## src/hdl/oets_pkg.sv

```systemverilog
// Shared constants and control/status types for the odd-even transposition sorter.
package oets_pkg;

  localparam int DATA_W           = 32;
  localparam int MAX_ELEMENTS_DEF = 16;

  typedef struct packed {
    logic load;
    logic sort;
    logic shift;
  } oets_cmd_t;

  typedef struct packed {
    logic sort_done;
    logic emit_last;
  } oets_status_t;

endpackage

```

## src/hdl/oets_dp.sv

```systemverilog
// Datapath: element registers, compare-exchange network, count, phase counter.
module oets_dp import oets_pkg::*; #(
  parameter int MAX_ELEMENTS = MAX_ELEMENTS_DEF
) (
  input  logic                     clk,
  input  logic                     rst_n,
  input  oets_cmd_t                cmd,
  output oets_status_t             status,
  input  logic signed [DATA_W-1:0] in_value,
  output logic signed [DATA_W-1:0] out_sorted_value,
  output logic                     out_final_res,
  output logic                     out_overflow
);

  localparam int CW = $clog2(MAX_ELEMENTS + 1);
  localparam int PW = CW + 1;

  logic signed [DATA_W-1:0] elem_r   [MAX_ELEMENTS];
  logic signed [DATA_W-1:0] elem_nxt [MAX_ELEMENTS];
  logic [CW-1:0]            count_r, count_nxt;
  logic                     dropped_r, dropped_nxt;
  logic [PW-1:0]            phase_r, phase_nxt;
  logic                     full;
  logic [PW-1:0]            phase_end;

  assign full      = (count_r == CW'(MAX_ELEMENTS));
  assign phase_end = {count_r, 1'b0} - PW'(1);

  always_comb begin
    for (int i = 0; i < MAX_ELEMENTS; i++) begin
      elem_nxt[i] = elem_r[i];
    end
    count_nxt   = count_r;
    dropped_nxt = dropped_r;
    phase_nxt   = phase_r;
    if (cmd.load) begin
      phase_nxt = '0;
      if (full) begin
        dropped_nxt = 1'b1;
      end else begin
        for (int i = 0; i < MAX_ELEMENTS; i++) begin
          if (count_r == CW'(i)) begin
            elem_nxt[i] = in_value;
          end
        end
        count_nxt = count_r + CW'(1);
      end
    end
    if (cmd.sort) begin
      phase_nxt = phase_r + PW'(1);
      for (int i = 0; i < MAX_ELEMENTS - 1; i++) begin
        if ((i[0] == phase_r[0]) && (CW'(i + 1) < count_r) && (elem_r[i+1] < elem_r[i])) begin
          elem_nxt[i]   = elem_r[i+1];
          elem_nxt[i+1] = elem_r[i];
        end
      end
    end
    if (cmd.shift) begin
      for (int i = 0; i < MAX_ELEMENTS - 1; i++) begin
        elem_nxt[i] = elem_r[i+1];
      end
      count_nxt = count_r - CW'(1);
      if (count_r == CW'(1)) begin
        dropped_nxt = 1'b0;
      end
    end
  end

  always_ff @(posedge clk) begin
    for (int i = 0; i < MAX_ELEMENTS; i++) begin
      elem_r[i] <= elem_nxt[i];
    end
    if (!rst_n) begin
      count_r   <= '0;
      dropped_r <= 1'b0;
      phase_r   <= '0;
    end else begin
      count_r   <= count_nxt;
      dropped_r <= dropped_nxt;
      phase_r   <= phase_nxt;
    end
  end

  assign status.sort_done = (phase_r == phase_end);
  assign status.emit_last = (count_r == CW'(1));

  assign out_sorted_value = elem_r[0];
  assign out_final_res    = (count_r == CW'(1));
  assign out_overflow     = dropped_r;

endmodule

```

## src/hdl/oets_ctrl.sv

```systemverilog
// Controller: load / sort / emit sequencing and handshake control.
module oets_ctrl import oets_pkg::*; (
  input  logic         clk,
  input  logic         rst_n,
  input  logic         in_valid,
  input  logic         in_last,
  output logic         in_ready,
  output logic         out_valid,
  input  logic         out_ready,
  input  oets_status_t status,
  output oets_cmd_t    cmd
);

  typedef enum logic [1:0] {
    ST_LOAD,
    ST_SORT,
    ST_EMIT
  } state_t;

  state_t state_r;
  logic   in_ready_r;
  logic   out_valid_r;

  assign in_ready  = in_ready_r;
  assign out_valid = out_valid_r;

  assign cmd.load  = in_valid & in_ready_r;
  assign cmd.sort  = (state_r == ST_SORT);
  assign cmd.shift = out_valid_r & out_ready;

  always_ff @(posedge clk) begin
    if (!rst_n) begin
      state_r     <= ST_LOAD;
      in_ready_r  <= 1'b1;
      out_valid_r <= 1'b0;
    end else begin
      case (state_r)
        ST_LOAD: begin
          if (in_valid && in_ready_r && in_last) begin
            state_r    <= ST_SORT;
            in_ready_r <= 1'b0;
          end
        end
        ST_SORT: begin
          if (status.sort_done) begin
            state_r     <= ST_EMIT;
            out_valid_r <= 1'b1;
          end
        end
        ST_EMIT: begin
          if (out_ready && status.emit_last) begin
            state_r     <= ST_LOAD;
            out_valid_r <= 1'b0;
            in_ready_r  <= 1'b1;
          end
        end
        default: begin
          state_r     <= ST_LOAD;
          in_ready_r  <= 1'b1;
          out_valid_r <= 1'b0;
        end
      endcase
    end
  end

endmodule

```

## src/hdl/odd_even_transposition_sorter_core.sv

```systemverilog
// Odd-even transposition sorter, top level.
// Collects a set of signed values one transfer per cycle until a transfer with
// in_last, then sorts them by odd-even transposition and streams them out in
// ascending order, out_final_res on the last one. The sort runs one
// compare-exchange phase per cycle over all pairs of that phase's parity at
// once, and a set of N stored values is emitted as N transfers. Values beyond
// MAX_ELEMENTS are dropped and out_overflow is set on every result of that set.
// A new set is accepted once the last result has transferred.
module odd_even_transposition_sorter_core import oets_pkg::*; #(
  parameter int MAX_ELEMENTS = MAX_ELEMENTS_DEF
) (
  input  logic                     clk,
  input  logic                     rst_n,
  input  logic                     in_valid,
  output logic                     in_ready,
  input  logic signed [DATA_W-1:0] in_value,
  input  logic                     in_last,
  output logic                     out_valid,
  input  logic                     out_ready,
  output logic signed [DATA_W-1:0] out_sorted_value,
  output logic                     out_final_res,
  output logic                     out_overflow
);

  oets_cmd_t    cmd;
  oets_status_t status;

  oets_ctrl u_ctrl (
    .clk       (clk),
    .rst_n     (rst_n),
    .in_valid  (in_valid),
    .in_last   (in_last),
    .in_ready  (in_ready),
    .out_valid (out_valid),
    .out_ready (out_ready),
    .status    (status),
    .cmd       (cmd)
  );

  oets_dp #(
    .MAX_ELEMENTS (MAX_ELEMENTS)
  ) u_dp (
    .clk              (clk),
    .rst_n            (rst_n),
    .cmd              (cmd),
    .status           (status),
    .in_value         (in_value),
    .out_sorted_value (out_sorted_value),
    .out_final_res    (out_final_res),
    .out_overflow     (out_overflow)
  );

endmodule

```

## config.mk

```make
export PLATFORM = sky130hd
export DESIGN_NAME = odd_even_transposition_sorter_core
export DESIGN_NICKNAME = d
export VERILOG_FILES = /design/src/hdl/oets_pkg.sv /design/src/hdl/oets_dp.sv /design/src/hdl/oets_ctrl.sv /design/src/hdl/odd_even_transposition_sorter_core.sv
export SDC_FILE = /design/constraint.sdc
export NUM_CORES = 2
export LEC_CHECK = 0
export ABC_AREA = 1
export BUFFER_PORTS_ARGS = -buffer_cell sky130_fd_sc_hd__buf_2
export CAP_MARGIN = 20
export CORE_UTILIZATION = 55
export CTS_BUF_LIST = sky130_fd_sc_hd__clkbuf_8
export DETAILED_ROUTE_END_ITERATION = 10
export PLACE_DENSITY = 0.8
export SLEW_MARGIN = 20
export SYNTH_ARGS = -nofsm -noshare
export SYNTH_HDL_FRONTEND = slang
export SYNTH_SLANG_ARGS = --single-unit
```

## constraint.sdc

```tcl
create_clock -name clk -period 4.4 [get_ports clk]
set_clock_uncertainty 0.05 [all_clocks]
set_input_delay 1.32 -clock clk [delete_from_list [all_inputs] [get_ports clk]]
set_output_delay 1.32 -clock clk [all_outputs]
set_load 0.01 [all_outputs]
```

==> results.json <==
{
  "num_rows": 115,
  "start_util": 0.557,
  "cts_tree": "built",
  "dp_slack_ps": 282,
  "final_common_cell": "nand2_1",
  "leakage_nw": 33.6,
  "grt_use_met2": 0.567,
  "track_usage": 0.368,
  "synthSimpleGateAreaFrac": 0.408,
  "cp_slowest_cell": "nand3_4",
  "cap_violations": 0,
  "fin_tns_setup_ps": 0,
  "drt_iter0_drc": 7929,
  "die_h_microns": 318,
  "dp_cells": 10710,
  "grt-ovfl-total": 0,
  "grt.busiest_layer": "met2",
  "clk_latency_ps": 810,
  "syn_to_final_growth_pct": 4.93,
  "cts_max_path_buffers": 3,
  "worst-path-buf-inv": 2,
  "synth_warnings": 0,
  "power_per_cell_area_nw_per_um2": 785,
  "dieArea_sq_um": 101000,
  "critPathKind": "reg2reg",
  "min_period_ps": 3780,
  "setup.worst_path.start_class": "register",
  "hpwl_microns": 136000,
  "ys_seq_area_frac": 0.193,
  "routabilityCongestion": 0.991,
  "synth_top_family_by_area": "simple AND/OR/NAND/NOR gates",
  "arrival_ps": 4480,
  "clockRootBuffer": "clkbuf_8",
  "first_global_vias": 59496,
  "syn_inst": 9898,
  "maxSlewViolCount": 0,
  "drc": 0,
  "wl_per_cell_microns": 17.8,
  "cts_setup_buffers": 0,
  "synth_fa_ha_area_frac": 0.107,
  "grt_pass1_wl_microns": 309000,
  "crit_top_cell": "nand2_1",
  "firstDrtPassIters": 7,
  "cp_cell_sequence": "inv_1, ha_1, nand2_1, nor2_1, nand4_1, nor4_1, nand2_1, nand3_1, nand3_4, o21ai_0, inv_1, nand2_1, nand2_1, nand2_1",
  "synth-compound-area-share": 0.132,
  "nets": 10038,
  "cp-end-kind": "register",
  "path_delay_family": "simple AND/OR/NAND/NOR gates",
  "syn-cell-area_sq_um": 54900,
  "max_stage_delay_ps": 780,
  "hold_violations": 0,
  "tightest_slew_ps": 1050,
  "viasPerCell": 5.93,
  "final_cells": 10907,
  "coreArea_sq_um": 98600,
  "port_buffers": 72,
  "pin_count": 73,
  "die_x_microns": 318,
  "peakVddDrop_uv": 814,
  "layout_common_cells": "3,641 x nand2_1, 1,574 x inv_1, 670 x nand4_1",
  "syn-num-nets": 10406,
  "final_antenna_net_count": 0,
  "use_met3": 0.0752,
  "use_met1": 0.475,
  "fin_area_sq_um": 57600,
  "dpl-instance-area_sq_um": 55400,
  "ys_ff_latch": 528,
  "grt_max_degree": 181,
  "layout-drive-gt1-share": 0.0450,
  "yosysUniqueCellTypes": 47,
  "setup_ws_ps": 625,
  "whs_ps": 401,
  "cts_sinks": 528,
  "required_ps": 5100,
  "numCtsBuffers": 105,
  "fmax_ghz": 0.265,
  "status": "completed",
  "syn_avg_cell_area_sq_um": 5.54,
  "setup_viol": 0,
  "total_power_mw": 45.2,
  "cts_hold_buffers": 0,
  "synth_xor_area_frac": 0.000798,
  "min_path_type": "reg2reg",
  "synthMuxAreaShare": 0,
  "antenna_found_initial": 7,
  "cp_max_fo": 86,
  "htree_levels": 3,
  "fin_crit_sh": 0.858,
  "grt_setup_unrepaired": "no",
  "slew_headroom": 0.299,
  "cts_resized": 0,
  "clkTransAtPathRegs_ps": 70,
  "fin_util": 0.584,
  "vias": 64692,
  "wl_microns": 194000
}
final cells by class:
| cell class | count | area, sq um |
|---|---|---|
| Fill cell | 9692 | 41000 |
| Multi-Input combinational cell | 7146 | 35800 |
| Sequential cell | 528 | 10600 |
| Inverter | 1545 | 5820 |
| Clock buffer | 138 | 1900 |
| Timing Repair Buffer | 204 | 1650 |
| Tap cell | 1287 | 1610 |
| Clock inverter | 55 | 226 |
| Antenna cell | 4 | 10.0 |
where the power goes:
part | internal [mW] | switching [mW] | leakage [nW] | total, mW
clock network | 2.78 | 2.54 | 1.27 | 5.32
registers | 7.06 | 2.54 | 4.42 | 9.60
logic | 9.62 | 20.7 | 27.9 | 30.3
cell usage after synthesis, drive strengths merged:
library cell  count  area share
buf             213       0.021
a311oi            1     0.00016
nor2            362       0.026
nand4           671       0.077
inv            1545        0.11
o21bai            6     0.00082
dfxtp           528        0.19
o22ai             9      0.0010
ha              471        0.11
xor2              3     0.00048
o21a              9      0.0012
a22oi             1     0.00014
xnor2             2     0.00032
nand2          3652        0.25
a21o              5     0.00068
clkbuf          466       0.032
nand3b            1     0.00014
a211oi            3     0.00050
nor4             11      0.0013
nor3             30      0.0032
nand3           534       0.051
nor4b             1     0.00016
a21oi           470       0.043
o31ai             1     0.00014
o211ai           33      0.0045
o21ai           861       0.079
a31oi             9      0.0011
worst paths after layout:
check                           slack (ps)           startpoint             endpoint  cells after the start
worst max register to register         620  u_dp.elem_r[0][255]  u_dp.elem_r[0][232]                     14
worst min-delay path                   400   u_dp.elem_r[1][60]   u_dp.elem_r[1][28]                      2
worst max-delay path                   620  u_dp.elem_r[0][255]  u_dp.elem_r[0][232]                     14
worst min register to register         400   u_dp.elem_r[1][60]   u_dp.elem_r[1][28]                      2
sequential cells by signal, summed over array words and instances (netlist names):
name / flops
u_ctrl.out_valid: 1
u_dp.out_overflow: 1
u_dp.phase_r: 6
u_ctrl.in_ready: 1
u_dp.count_r: 5
u_ctrl.state_r: 2
u_dp.elem_r: 512
logic make-up after synthesis:
family / after synthesis
AOI/OAI and AO/OA: 1408
buffers and inverters: 2224
adders and majority gates: 471
DFF: 528
and+or+nand+nor: 5262
xor gates and xnor gates: 5
worst reg2reg max path, cell delays in order (launching register included):
cell and delay (ps):
dfxtp_1 390, inv_1 120, ha_1 340, nand2_1 90
nor2_1 250, nand4_1 210, nor4_1 390, nand2_1 140
nand3_1 160, nand3_4 780, o21ai_0 540, inv_1 80
nand2_1 70, nand2_1 50, nand2_1 50
metal layers:
layer | share of wire | wire length, microns
met1 | 0.40 | 77400
met2 | 0.42 | 82000
met3 | 0.11 | 22200
met4 | 0.061 | 11800
met5 | 0.0011 | 219
No activity file was read; power rests on OpenSTA's default activity.
